## src/hdl/pwmm_pkg.sv

```systemverilog
// ----------------------------------------------------------------------------
// PWM meter package
// Shared widths, reset values, register indexes, divider operations and the
// command and status bundles between the controller and the datapath.
// ----------------------------------------------------------------------------
package pwmm_pkg;

  localparam int DEF_COUNT_WIDTH = 24;
  localparam int DEF_MS_WIDTH    = 20;

  localparam int PRESCALE_W  = 11;
  localparam int CLOCK_KHZ_W = 16;
  localparam int CFG_DATA_W  = 16;
  localparam int CFG_ADDR_W  = 1;

  localparam int HIGH_MS_W = 20;
  localparam int LOW_MS_W  = 20;
  localparam int DUTY_W    = 7;
  localparam int FREQ_W    = 8;

  localparam int S_TDATA_W = 8;
  localparam int M_TDATA_W = 56;
  localparam int M_TUSER_W = 1;

  localparam logic [PRESCALE_W-1:0]  PRESCALE_RST  = PRESCALE_W'(1024);
  localparam logic [CLOCK_KHZ_W-1:0] CLOCK_KHZ_RST = CLOCK_KHZ_W'(16000);

  localparam logic [CFG_ADDR_W-1:0] CFG_PRESCALE  = CFG_ADDR_W'(0);
  localparam logic [CFG_ADDR_W-1:0] CFG_CLOCK_KHZ = CFG_ADDR_W'(1);

  // Duty is at most 100, so its quotient fits in seven bits.
  localparam int DUTY_SCALE  = 100;
  localparam int DUTY_STEPS  = 7;
  localparam int FREQ_NUM    = 1000;
  localparam int FREQ_STEPS  = 10;
  localparam int FREQ_SAT    = 255;

  typedef enum logic [1:0] {
    OP_MS   = 2'd0,
    OP_DUTY = 2'd1,
    OP_FREQ = 2'd2
  } div_op_e;

  typedef struct packed {
    logic    take_item;
    logic    start_div;
    div_op_e op;
    logic    store_ms;
    logic    cap_duty;
    logic    cap_freq;
    logic    load_out;
  } ctrl_cmd_t;

  typedef struct packed {
    logic edge_seen;
    logic div_busy;
    logic period_zero;
    logic out_free;
  } ctrl_sts_t;

endpackage

```

## src/hdl/pwmm_div.sv

```systemverilog
// ----------------------------------------------------------------------------
// PWM meter serial divider
// Restoring divider that retires one quotient bit per cycle. The caller
// preloads the partial remainder and left-aligns the numerator bits to run.
// ----------------------------------------------------------------------------
module pwmm_div #(
  parameter int NW = 35,
  parameter int DW = 21
) (
  input  logic                     clk_i,
  input  logic                     rst_ni,
  input  logic                     start_i,
  input  logic [DW-1:0]            rem_init_i,
  input  logic [NW-1:0]            num_init_i,
  input  logic [DW-1:0]            den_i,
  input  logic [$clog2(NW+1)-1:0]  steps_i,
  output logic                     busy_o,
  output logic [NW-1:0]            quo_o
);
  localparam int SCW = $clog2(NW+1);

  logic           busy_q, busy_d;
  logic [SCW-1:0] cnt_q, cnt_d;
  logic [DW-1:0]  rem_q, rem_d;
  logic [NW-1:0]  num_q, num_d;
  logic [NW-1:0]  quo_q, quo_d;
  logic [DW-1:0]  den_q, den_d;
  logic [DW:0]    rem_sh;
  logic [DW:0]    rem_sub;
  logic           ge;

  assign rem_sh  = {rem_q, num_q[NW-1]};
  assign ge      = rem_sh >= {1'b0, den_q};
  assign rem_sub = rem_sh - {1'b0, den_q};

  always_comb begin
    busy_d = busy_q;
    cnt_d  = cnt_q;
    rem_d  = rem_q;
    num_d  = num_q;
    quo_d  = quo_q;
    den_d  = den_q;
    if (start_i) begin
      busy_d = 1'b1;
      cnt_d  = steps_i;
      rem_d  = rem_init_i;
      num_d  = num_init_i;
      quo_d  = '0;
      den_d  = den_i;
    end else if (busy_q) begin
      rem_d = ge ? rem_sub[DW-1:0] : rem_sh[DW-1:0];
      num_d = {num_q[NW-2:0], 1'b0};
      quo_d = {quo_q[NW-2:0], ge};
      cnt_d = cnt_q - SCW'(1);
      if (cnt_q == SCW'(1)) begin
        busy_d = 1'b0;
      end
    end
  end

  always_ff @(posedge clk_i or negedge rst_ni) begin
    if (!rst_ni) begin
      busy_q <= 1'b0;
      cnt_q  <= '0;
    end else begin
      busy_q <= busy_d;
      cnt_q  <= cnt_d;
    end
  end

  always_ff @(posedge clk_i) begin
    rem_q <= rem_d;
    num_q <= num_d;
    quo_q <= quo_d;
    den_q <= den_d;
  end

  assign busy_o = busy_q;
  assign quo_o  = quo_q;

endmodule

```

## src/hdl/pwmm_datapath.sv

```systemverilog
// ----------------------------------------------------------------------------
// PWM meter datapath
// Phase tick counter, configuration registers, tick-to-millisecond product,
// stored phase times, the shared serial divider and the output register.
// ----------------------------------------------------------------------------
module pwmm_datapath #(
  parameter int COUNT_WIDTH = pwmm_pkg::DEF_COUNT_WIDTH,
  parameter int MS_WIDTH    = pwmm_pkg::DEF_MS_WIDTH
) (
  input  logic                              clk_i,
  input  logic                              rst_ni,
  input  logic                              cfg_we_i,
  input  logic [pwmm_pkg::CFG_ADDR_W-1:0]   cfg_addr_i,
  input  logic [pwmm_pkg::CFG_DATA_W-1:0]   cfg_data_i,
  input  logic                              pin_level_i,
  input  pwmm_pkg::ctrl_cmd_t               cmd_i,
  output pwmm_pkg::ctrl_sts_t               sts_o,
  output logic                              m_valid_o,
  input  logic                              m_ready_i,
  output logic [pwmm_pkg::M_TDATA_W-1:0]    m_data_o,
  output logic [pwmm_pkg::M_TUSER_W-1:0]    m_user_o
);
  import pwmm_pkg::*;

  localparam int PROD_W = COUNT_WIDTH + PRESCALE_W;
  localparam int DUTY_N_W = MS_WIDTH + DUTY_STEPS;
  localparam int NW0 = (PROD_W > DUTY_N_W) ? PROD_W : DUTY_N_W;
  localparam int NW  = (NW0 > FREQ_STEPS) ? NW0 : FREQ_STEPS;
  localparam int DW  = (CLOCK_KHZ_W > MS_WIDTH + 1) ? CLOCK_KHZ_W : MS_WIDTH + 1;
  localparam int SCW = $clog2(NW+1);
  localparam int PAD_W = M_TDATA_W - HIGH_MS_W - LOW_MS_W - DUTY_W - FREQ_W;

  logic [PRESCALE_W-1:0]  prescale_q;
  logic [CLOCK_KHZ_W-1:0] clock_khz_q;
  logic [COUNT_WIDTH-1:0] ticks_q;
  logic                   prev_q;
  logic                   from_high_q;
  logic [PROD_W-1:0]      prod_q;
  logic [MS_WIDTH-1:0]    high_q;
  logic [MS_WIDTH-1:0]    low_q;
  logic [MS_WIDTH:0]      period_q;
  logic [DUTY_W-1:0]      duty_q;
  logic [FREQ_W-1:0]      freq_q;
  logic                   m_valid_q;
  logic [HIGH_MS_W-1:0]   out_high_q;
  logic [LOW_MS_W-1:0]    out_low_q;
  logic [DUTY_W-1:0]      out_duty_q;
  logic [FREQ_W-1:0]      out_freq_q;
  logic                   out_zero_q;

  logic                   edge_seen;
  logic [MS_WIDTH-1:0]    ms_sat;
  logic [MS_WIDTH:0]      period_d;
  logic [DUTY_N_W-1:0]    duty_num;
  logic [CLOCK_KHZ_W-1:0] den_khz;
  logic [DW-1:0]          div_rem;
  logic [NW-1:0]          div_num;
  logic [DW-1:0]          div_den;
  logic [SCW-1:0]         div_steps;
  logic                   div_busy;
  logic [NW-1:0]          div_quo;
  logic                   period_zero;

  assign edge_seen   = pin_level_i != prev_q;
  assign period_zero = period_q == '0;
  assign den_khz     = (clock_khz_q == '0) ? CLOCK_KHZ_W'(1) : clock_khz_q;
  assign duty_num    = DUTY_N_W'(high_q) * DUTY_N_W'(DUTY_SCALE);
  assign ms_sat      = (|div_quo[NW-1:MS_WIDTH]) ? '1 : div_quo[MS_WIDTH-1:0];
  assign period_d    = from_high_q ? ({1'b0, ms_sat} + {1'b0, low_q})
                                   : ({1'b0, high_q} + {1'b0, ms_sat});

  always_comb begin
    case (cmd_i.op)
      OP_MS: begin
        div_rem   = '0;
        div_num   = NW'(prod_q);
        div_den   = DW'(den_khz);
        div_steps = SCW'(NW);
      end
      OP_DUTY: begin
        div_rem   = DW'(duty_num[DUTY_N_W-1:DUTY_STEPS]);
        div_num   = NW'(duty_num[DUTY_STEPS-1:0]) << (NW - DUTY_STEPS);
        div_den   = DW'(period_q);
        div_steps = SCW'(DUTY_STEPS);
      end
      OP_FREQ: begin
        div_rem   = '0;
        div_num   = NW'(FREQ_NUM) << (NW - FREQ_STEPS);
        div_den   = DW'(period_q);
        div_steps = SCW'(FREQ_STEPS);
      end
      default: begin
        div_rem   = '0;
        div_num   = '0;
        div_den   = DW'(1);
        div_steps = SCW'(1);
      end
    endcase
  end

  pwmm_div #(
    .NW(NW),
    .DW(DW)
  ) u_div (
    .clk_i      (clk_i),
    .rst_ni     (rst_ni),
    .start_i    (cmd_i.start_div),
    .rem_init_i (div_rem),
    .num_init_i (div_num),
    .den_i      (div_den),
    .steps_i    (div_steps),
    .busy_o     (div_busy),
    .quo_o      (div_quo)
  );

  always_ff @(posedge clk_i or negedge rst_ni) begin
    if (!rst_ni) begin
      prescale_q  <= PRESCALE_RST;
      clock_khz_q <= CLOCK_KHZ_RST;
      ticks_q     <= '0;
      prev_q      <= 1'b0;
      from_high_q <= 1'b0;
      high_q      <= '0;
      low_q       <= '0;
      period_q    <= '0;
      m_valid_q   <= 1'b0;
    end else begin
      if (cfg_we_i) begin
        if (cfg_addr_i == CFG_PRESCALE) begin
          prescale_q <= cfg_data_i[PRESCALE_W-1:0];
        end else if (cfg_addr_i == CFG_CLOCK_KHZ) begin
          clock_khz_q <= cfg_data_i[CLOCK_KHZ_W-1:0];
        end
      end
      if (cmd_i.take_item) begin
        if (edge_seen) begin
          ticks_q     <= COUNT_WIDTH'(1);
          prev_q      <= pin_level_i;
          from_high_q <= prev_q;
        end else if (ticks_q != '1) begin
          ticks_q <= ticks_q + COUNT_WIDTH'(1);
        end
      end
      if (cmd_i.store_ms) begin
        if (from_high_q) begin
          high_q <= ms_sat;
        end else begin
          low_q <= ms_sat;
        end
        period_q <= period_d;
      end
      if (cmd_i.load_out) begin
        m_valid_q <= 1'b1;
      end else if (m_ready_i) begin
        m_valid_q <= 1'b0;
      end
    end
  end

  always_ff @(posedge clk_i) begin
    if (cmd_i.take_item && edge_seen) begin
      prod_q <= PROD_W'(ticks_q) * PROD_W'(prescale_q);
    end
    if (cmd_i.cap_duty) begin
      duty_q <= div_quo[DUTY_W-1:0];
    end
    if (cmd_i.cap_freq) begin
      freq_q <= (div_quo > NW'(FREQ_SAT)) ? FREQ_W'(FREQ_SAT) : div_quo[FREQ_W-1:0];
    end
    if (cmd_i.load_out) begin
      out_high_q <= HIGH_MS_W'(high_q);
      out_low_q  <= LOW_MS_W'(low_q);
      out_duty_q <= period_zero ? '0 : duty_q;
      out_freq_q <= period_zero ? '0 : freq_q;
      out_zero_q <= period_zero;
    end
  end

  assign sts_o.edge_seen   = edge_seen;
  assign sts_o.div_busy    = div_busy;
  assign sts_o.period_zero = period_zero;
  assign sts_o.out_free    = !m_valid_q || m_ready_i;

  assign m_valid_o = m_valid_q;
  assign m_data_o  = {PAD_W'(0), out_freq_q, out_duty_q, out_low_q, out_high_q};
  assign m_user_o  = out_zero_q;

endmodule

```

## src/hdl/pwmm_ctrl.sv

```systemverilog
// ----------------------------------------------------------------------------
// PWM meter controller
// Sequences one edge item through conversion, store, nonzero-period duty and
// frequency divisions and output load; plain ticks finish in the accept cycle.
// ----------------------------------------------------------------------------
module pwmm_ctrl (
  input  logic                clk_i,
  input  logic                rst_ni,
  input  logic                in_valid_i,
  output logic                in_ready_o,
  input  pwmm_pkg::ctrl_sts_t sts_i,
  output pwmm_pkg::ctrl_cmd_t cmd_o
);
  import pwmm_pkg::*;

  typedef enum logic [8:0] {
    ST_IDLE       = 9'b000000001,
    ST_MS_START   = 9'b000000010,
    ST_MS_WAIT    = 9'b000000100,
    ST_STORE      = 9'b000001000,
    ST_DUTY_START = 9'b000010000,
    ST_DUTY_WAIT  = 9'b000100000,
    ST_FREQ_START = 9'b001000000,
    ST_FREQ_WAIT  = 9'b010000000,
    ST_OUT        = 9'b100000000
  } state_e;

  state_e state_q, state_d;

  always_comb begin
    state_d         = state_q;
    cmd_o           = '0;
    cmd_o.op        = OP_MS;
    case (state_q)
      ST_IDLE: begin
        cmd_o.take_item = in_valid_i;
        if (in_valid_i && sts_i.edge_seen) begin
          state_d = ST_MS_START;
        end
      end
      ST_MS_START: begin
        cmd_o.start_div = 1'b1;
        state_d         = ST_MS_WAIT;
      end
      ST_MS_WAIT: begin
        if (!sts_i.div_busy) begin
          state_d = ST_STORE;
        end
      end
      ST_STORE: begin
        cmd_o.store_ms = 1'b1;
        state_d        = ST_DUTY_START;
      end
      ST_DUTY_START: begin
        cmd_o.op = OP_DUTY;
        if (sts_i.period_zero) begin
          state_d = ST_OUT;
        end else begin
          cmd_o.start_div = 1'b1;
          state_d         = ST_DUTY_WAIT;
        end
      end
      ST_DUTY_WAIT: begin
        cmd_o.op = OP_DUTY;
        if (!sts_i.div_busy) begin
          cmd_o.cap_duty = 1'b1;
          state_d        = ST_FREQ_START;
        end
      end
      ST_FREQ_START: begin
        cmd_o.op        = OP_FREQ;
        cmd_o.start_div = 1'b1;
        state_d         = ST_FREQ_WAIT;
      end
      ST_FREQ_WAIT: begin
        cmd_o.op = OP_FREQ;
        if (!sts_i.div_busy) begin
          cmd_o.cap_freq = 1'b1;
          state_d        = ST_OUT;
        end
      end
      ST_OUT: begin
        if (sts_i.out_free) begin
          cmd_o.load_out = 1'b1;
          state_d        = ST_IDLE;
        end
      end
      default: begin
        state_d = ST_IDLE;
      end
    endcase
  end

  always_ff @(posedge clk_i or negedge rst_ni) begin
    if (!rst_ni) begin
      state_q <= ST_IDLE;
    end else begin
      state_q <= state_d;
    end
  end

  assign in_ready_o = state_q == ST_IDLE;

endmodule

```

## src/hdl/pwm_duty_frequency_meter_core.sv

```systemverilog
// ----------------------------------------------------------------------------
// PWM duty and frequency meter
//
//   channel  direction  carries
//   s_axis   in         one timer tick item with the sampled pin level
//   m_axis   out        high ms, low ms, duty, frequency, zero period flag
//   cfg      in         prescale factor and clock kHz, written without wait
//
// A tick without a level change finishes in the cycle it is accepted. A tick
// with a level change runs the serial divider, which retires one quotient bit
// per cycle, for the millisecond conversion and then, unless the period is
// zero, for duty and frequency.
// Reset is asynchronous and active low and leaves no result pending.
// A result waits in the output register; the next item is still taken, and
// only a following edge item stalls until that result has been taken.
// ----------------------------------------------------------------------------
module pwm_duty_frequency_meter_core #(
  parameter int COUNT_WIDTH = pwmm_pkg::DEF_COUNT_WIDTH,
  parameter int MS_WIDTH    = pwmm_pkg::DEF_MS_WIDTH
) (
  input  logic                             clk_i,
  input  logic                             rst_ni,
  input  logic                             cfg_we_i,
  input  logic [pwmm_pkg::CFG_ADDR_W-1:0]  cfg_addr_i,
  input  logic [pwmm_pkg::CFG_DATA_W-1:0]  cfg_data_i,
  input  logic                             s_axis_tvalid,
  output logic                             s_axis_tready,
  // pin_level in bit 0, zeros above
  input  logic [pwmm_pkg::S_TDATA_W-1:0]   s_axis_tdata,
  output logic                             m_axis_tvalid,
  input  logic                             m_axis_tready,
  // high_ms [19:0], low_ms [39:20], duty_pct [46:40], freq_hz [54:47], zero fill [55]
  output logic [pwmm_pkg::M_TDATA_W-1:0]   m_axis_tdata,
  // zero_period
  output logic [pwmm_pkg::M_TUSER_W-1:0]   m_axis_tuser
);
  import pwmm_pkg::*;

  ctrl_cmd_t cmd;
  ctrl_sts_t sts;

  pwmm_ctrl u_ctrl (
    .clk_i      (clk_i),
    .rst_ni     (rst_ni),
    .in_valid_i (s_axis_tvalid),
    .in_ready_o (s_axis_tready),
    .sts_i      (sts),
    .cmd_o      (cmd)
  );

  pwmm_datapath #(
    .COUNT_WIDTH (COUNT_WIDTH),
    .MS_WIDTH    (MS_WIDTH)
  ) u_datapath (
    .clk_i       (clk_i),
    .rst_ni      (rst_ni),
    .cfg_we_i    (cfg_we_i),
    .cfg_addr_i  (cfg_addr_i),
    .cfg_data_i  (cfg_data_i),
    .pin_level_i (s_axis_tdata[0]),
    .cmd_i       (cmd),
    .sts_o       (sts),
    .m_valid_o   (m_axis_tvalid),
    .m_ready_i   (m_axis_tready),
    .m_data_o    (m_axis_tdata),
    .m_user_o    (m_axis_tuser)
  );

endmodule

```

## config.mk

```make
export PLATFORM = sky130hd
export DESIGN_NAME = pwm_duty_frequency_meter_core
export DESIGN_NICKNAME = d
export VERILOG_FILES = /design/src/hdl/pwmm_pkg.sv /design/src/hdl/pwmm_div.sv /design/src/hdl/pwmm_datapath.sv /design/src/hdl/pwmm_ctrl.sv /design/src/hdl/pwm_duty_frequency_meter_core.sv
export SDC_FILE = /design/constraint.sdc
export NUM_CORES = 1
export LEC_CHECK = 0
export ABC_AREA = 1
export BUFFER_PORTS_ARGS = -buffer_cell sky130_fd_sc_hd__buf_2
export CORE_MARGIN = 2
export CORE_UTILIZATION = 65
export DETAILED_ROUTE_END_ITERATION = 10
export GPL_ROUTABILITY_DRIVEN = 0
export PLACE_DENSITY = 0.83
export SYNTH_ARGS = -nofsm -noshare
export SYNTH_HDL_FRONTEND = slang
export SYNTH_HIERARCHICAL = 1
export SYNTH_SLANG_ARGS = --single-unit
```

## constraint.sdc

```tcl
create_clock -name clk_i -period 10.2 [get_ports clk_i]
set_input_delay 2.04 -clock clk_i [delete_from_list [all_inputs] [get_ports clk_i]]
set_output_delay 2.04 -clock clk_i [all_outputs]
set_load 0.05 [all_outputs]
```

==> results of run 1 <==
-- final cells by class --
class,count,area [µm²],area share
multi-input cells,2597,16300,0.519
flip-flops and latches,349,9480,0.301
inverters,819,3080,0.0977
clock buffers,47,1060,0.0335
well taps,600,751,0.0238
repair buffers,98,542,0.0172
clock inverters,21,260,0.00826
-- registers in the layout (all words and copies together), names as in the netlist, 21 cells and up --
name                    flops
u_datapath/prod_q          35
u_datapath/ticks_q         24
u_datapath/u_div/den_q     21
u_datapath/period_q        21
u_datapath/u_div/num_q     35
u_datapath/u_div/quo_o     35
u_datapath/u_div/rem_q     21
-- routing by layer --
metal | vias to the layer above | share of wire | global-route usage | wire, µm
met4 | 0 | 0.050 | 0.159 | 3590
met1 | 11600 | 0.39 | 0.396 | 28000
met2 | 1037 | 0.49 | 0.538 | 34700
met3 | 234 | 0.070 | 0.0365 | 4970
met5 | - | 0 | 0 | 0
li1 | 11900 | - | - | -
-- power breakdown --
| group | total, mW | switching (mW) | internal, mW |
|---|---|---|---|
| clock network | 1.44 | 0.595 | 0.849 |
| registers | 2.47 | 0.407 | 2.07 |
| logic | 5.12 | 3.40 | 1.71 |
-- through the flow --
stage,utilization,setup WS [ns]
2_1_floorplan,-,1.94
3_3_place_gp,0.670,4.52
3_5_place_dp,0.670,4.46
4_1_cts,0.699,4.42
5_1_grt,0.699,4.01
6_report,0.699,4.34
-- cells by family after synthesis --
| family | synth area share |
|---|---|
| simple gates | 0.259 |
| buf+inv | 0.126 |
| fa+ha+maj | 0.224 |
| flops | 0.321 |
| compound gates | 0.0564 |
| xor+xnor | 0.0131 |
| other cells | 0.000127 |
-- worst reg2reg max path, cell delays in order, from the launching register on --
cell and delay (ns):
dfrtp_1 1.14, nand2_1 0.13, inv_1 0.12, fa_1 0.44, fa_1 0.51, inv_1 0.06, fa_1 0.52, inv_1 0.05
fa_1 0.53, inv_1 0.06, fa_1 0.58, inv_1 0.06, ha_1 0.35, a21oi_1 0.30, o21ai_0 0.17, inv_1 0.09
nand2_1 0.06, a21oi_1 0.22, nand2_1 0.11, nand2_1 0.07, nand2_1 0.06
-- final timing paths --
check / from / end / slack (ns) / depth (start not counted)
min in group asynchronous: rst_ni / u_ctrl/state_q[1] / 1.44 / 1
min reg2reg: u_datapath/u_div/quo_o[6] / u_datapath/duty_q[6] / 0.46 / 0
max in group asynchronous: rst_ni / u_datapath/ticks_q[18] / 7.37 / 2
max: u_datapath/prescale_q[6] / u_datapath/prod_q[28] / 4.34 / 20
max reg2reg: u_datapath/prescale_q[6] / u_datapath/prod_q[28] / 4.34 / 20
min: u_datapath/u_div/quo_o[6] / u_datapath/duty_q[6] / 0.46 / 0
-- placed cells by master, fill, tap and decap left out, types with 6 or more instances in the layout --
cell type	instances
nand2_1	1281
inv_1	806
nor2_1	248
fa_1	214
ha_1	186
edfxtp_1	183
nand3_1	165
o21ai_0	124
dfrtp_1	123
a21oi_1	95
buf_2	79
clkbuf_16	39
o22ai_1	37
dfxtp_1	35
nand3b_1	33
nand4_1	27
xor2_1	26
nor3_1	21
buf_4	18
xnor2_1	18
nor4_1	13
or2_2	12
nand2_2	11
a31oi_1	11
nor2_2	10
nand3_2	10
o21bai_1	9
dfstp_2	8
o21ai_2	8
inv_2	7
clkinv_2	6
==> impl_metrics.yaml, run 1 <==
status:
  status: "finished clean"
placed_design:
  dp_hpwl_um: 52800
  io_buffers: 80
  placed_cell_area_um2: 30200
  dp_cells: 4463
timing:
  final.setup.tns_ns: 0
  finalCriticalPeriod_ns: 5.86
  final-setup-viol-count: 0
  rsz0062_at_grt: "false"
  fmax_mhz: 171
  final_max_slew_viol_count: 0
  hold_violations: 0
  hold_slack_ns: 0.464
  tightestPinTransition_ns: 1.21
  maxSlewHeadroom: 0.191
  fin_skew_ns: 0.0140
  layout_worst_path_cycle_share: 0.575
worst_setup_path:
  critPathBufInv: 6
  path_max_fanout: 25
  critPathLaunchType: "register"
  cpMaxStageDelayCell: "dfrtp_1"
  cp_cell_sequence: "nand2_1 -> inv_1 -> fa_1 -> fa_1 -> inv_1 -> fa_1 -> inv_1 -> fa_1 -> inv_1 -> fa_1 -> inv_1 -> ha_1 -> a21oi_1 -> o21ai_0 -> inv_1 -> nand2_1 -> a21oi_1 -> nand2_1 -> nand2_1 -> nand2_1"
  crit_top_cell: "inv_1"
  cp_top_family: "adder cells"
  cp-end-kind: "register"
  crit_required_ns: 10.51
  path_class: "reg -> reg"
  cp_data_arrival_time_ns: 6.17
  cpPeakStageDelay_ns: 1.14
final_layout:
  area_growth_pct: 6.82
  antenna_cells: 0
  final_area_um2: 31500
  final_layout_size_suffix_gt1_frac: 0.0616
  nNetsFinal: 4332
  final_cells: 4531
  fillers: 3561
routing:
  drt_iter0_drc: 2576
  drc: 0
  wl_per_cell_um: 15.7
  dr.pass1.iters: 7
  drtAntennaViolNets: 0
  dr_total_vias: 24700
  viasPerCell: 5.46
  wl_um: 71300
clocking:
  root_buffer: "clkbuf_16"
  clock_latency_ns: 0.56
  cts-resized-gates: 0
  path_clk_slew_ns: 0.06
  numCtsBuffers: 37
  cts_tree: "built"
  clock-sinks: 349
  clk_path_buf_depth: 3
  hold_buffers: 0
  htreeDepth: 2
  cts_setup_buffers: 0
global_route:
  antenna_found_initial: 0
  gr-usage-all-layers: 0.314
  grt_pass1_wl_um: 119000
  overflow: 0
  grt_max_degree: 73
  grt_pass1_vias: 24500
synth:
  synthDominantCellAreaShare: 0.186
  ys_warn_count: 6
  synth_commonest_cells: "1281 x nand2_1, 807 x inv_1, 249 x nor2_1"
  synth.most_common_cell: "nand2_1"
  yosys_register_bits: 349
  synthCells: 3905
  yosys.area.top_type: "edfxtp_1"
  async_reset_ff_frac: 0.375
  syn_area_um2: 29500
  synth-main-ff-cell: "edfxtp_1"
  synth-edff-count: 183
  synthDistinctLibCells: 54
  ys_seq_area_frac: 0.321
  synthTopCellsByArea: "edfxtp_1 19%, nand2_1 16%, fa_1 15%"
  synth.avg_cell_area_um2: 7.55
die:
  dieArea_um2: 47100
  die_w_um: 217
  design.core.area_um2: 45100
  rows: 78
  start_util: 0.654
  io-pin-count: 89
  die_h_um: 217
job:
  drv_cap: 0
pwr:
  peakVddDrop_uv: 313
  power.density_nw_per_um2: 287
  power_mw: 9.03
  p_leak_nw: 17.0
min_path:
  hold_class: "reg -> reg"
No activity file was read; power rests on OpenSTA's default activity.
==> run 2, diff against run 1 <==
Settings changed: CORE_UTILIZATION 65 to 58, PLACE_DENSITY 0.83 to 0.78.
Clock period 10.2 ns to 5.12 ns, I/O delays scaled along.
==> impl_metrics.yaml, run 2 (same netlist as run 1, synthesis figures left out) <==
status:
  status: "finished clean"
routing:
  viasPerCell: 5.32
  wl_per_cell_um: 15.8
  wl_um: 74600
  drt_iter0_drc: 2180
  dr_total_vias: 25000
  drtAntennaViolNets: 0
  dr.pass1.iters: 6
  drc: 0
worst_setup_path:
  r2r_start: "u_datapath/prescale_q[10]"
  cp-end-kind: "register"
  r2r_end: "u_datapath/prod_q[28]"
  crit_start: "u_datapath/prescale_q[10]"
  cpMaxStageDelayCell: "dfstp_2"
  cp_cell_sequence: "buf_12 -> buf_6 -> nand2_1 -> inv_1 -> fa_1 -> fa_1 -> fa_1 -> fa_1 -> inv_1 -> fa_1 -> inv_1 -> ha_4 -> a21oi_2 -> inv_1 -> o21ai_0 -> nand2_1 -> a21oi_2 -> nand2_1 -> nand2_1 -> nand2_1"
  path_max_fanout: 7
  cp_top_family: "adder cells"
  critPathBufInv: 6
  ff2ff_path_depth: 20
  rrSetupSlack_ns: 0.06
  path_depth: 20
  critPathLaunchType: "register"
  critPathCapture: "u_datapath/prod_q[28]"
  crit_required_ns: 5.43
  path_class: "reg -> reg"
  cpPeakStageDelay_ns: 0.62
  cp_data_arrival_time_ns: 5.37
timing:
  hold_violations: 0
  hold_slack_ns: 0.471
  final_max_slew_viol_count: 0
  fmax_mhz: 198
  tightestPinTransition_ns: 1.05
  fin_skew_ns: 0.0173
  final.setup.tns_ns: 0
  rsz0062_at_grt: "true"
  final-setup-viol-count: 0
  maxSlewHeadroom: 0.302
  finalCriticalPeriod_ns: 5.06
  layout_worst_path_cycle_share: 0.989
final_layout:
  nNetsFinal: 4438
  area_growth_pct: 12.6
  mostFrequentLayoutCells: "1259 x nand2_1, 802 x inv_1, 232 x nor2_1"
  final_common_cell: "nand2_1"
  utilization: 0.662
  final_area_um2: 33200
  final_layout_size_suffix_gt1_frac: 0.113
  fillers: 4001
  antenna_cells: 0
clocking:
  hold_buffers: 0
  clk_path_buf_depth: 3
  path_clk_slew_ns: 0.06
  clock-sinks: 349
  htreeDepth: 2
  numCtsBuffers: 37
  root_buffer: "clkbuf_16"
  clock_latency_ns: 0.57
  cts_tree: "built"
global_route:
  gr-usage-all-layers: 0.280
  grt_pass1_wl_um: 119000
  grt_max_degree: 85
  antenna_found_initial: 1
  grt_pass1_vias: 24200
  overflow: 0
pwr:
  peakVddDrop_uv: 445
  power_mw: 18.7
  p_leak_nw: 17.7
  power.density_nw_per_um2: 564
min_path:
  hold_class: "reg -> reg"
placed_design:
  io_buffers: 80
  dp_hpwl_um: 55100
  placed_cell_area_um2: 31100
die:
  die_w_um: 230
  die_h_um: 230
  start_util: 0.588
  dieArea_um2: 52700
  io-pin-count: 89
  design.core.area_um2: 50200
  rows: 82
job:
  drv_cap: 0
run 2: cell types whose count changed in the layout (fill, tap and decap cells not counted), moves of 8 or more:
cell,previous run,this run
ha_4,0,19
buf_12,0,13
a21oi_2,1,21
a21oi_1,95,71
dfrtp_1,123,115
buf_4,18,105
o21ai_0,124,115
nand2_2,11,27
nand2_1,1281,1259
nor2_2,10,21
dfrtp_2,0,8
nor2_1,248,232
ha_1,186,165
run 2: how the worst min path moves through the flow:
stage / to / startpoint / depth (start not counted) / slack, ns
after global placement: u_datapath/duty_q[6] / u_datapath/u_div/quo_o[6] / 0 / 0.45
final: u_datapath/duty_q[6] / u_datapath/u_div/quo_o[6] / 0 / 0.47
after detailed placement: u_datapath/duty_q[3] / u_datapath/u_div/quo_o[3] / 0 / 0.45
after CTS: u_datapath/duty_q[6] / u_datapath/u_div/quo_o[6] / 0 / 0.46
after global routing: u_datapath/duty_q[6] / u_datapath/u_div/quo_o[6] / 0 / 0.48
after floorplan: u_datapath/u_div/quo_o[34] / u_datapath/u_div/quo_o[34] / 2 / 0.43
run 2: through the flow:
stage               cells  worst slack [ns]
floorplan            3907            0.0777
global placement     4623           -0.0168
detailed placement   4623           -0.0582
CTS                  4690           0.00393
global route         4708            -0.108
finish               4708            0.0570
run 2: metal layers:
layer	up-vias	wire, µm	global-route usage
li1	12100	-	-
met1	11900	30100	0.351
met2	881	37500	0.497
met3	176	4480	0.0321
met4	0	2580	0.105
met5	-	0	0
run 2: repair_timing:
| action | in CTS | in global routing |
|---|---|---|
| endpoints found under the setup margin | 8 | 23 |
| resized for setup | 7 | 140 |
| setup buffers | 0 | 14 |
| gates cloned | 0 | 4 |
| pin swaps | 0 | 64 |
run 2: final cells by class:
cell class                      count  area, µm²  share of cell area
Multi-Input combinational cell   2597      16900               0.510
Clock buffer                       49       1050              0.0317
Clock inverter                     18        231             0.00697
Inverter                          819       3080              0.0928
Sequential cell                   349       9490               0.286
Timing Repair Buffer              204       1560              0.0471
Tap cell                          672        841              0.0253
run 2: report_power, final:
part,leakage (nW),internal [mW],switching (mW)
registers,3.72,4.12,0.576
clock network,0.630,1.67,1.19
logic,13.4,3.93,7.22
total,17.7,9.73,8.99
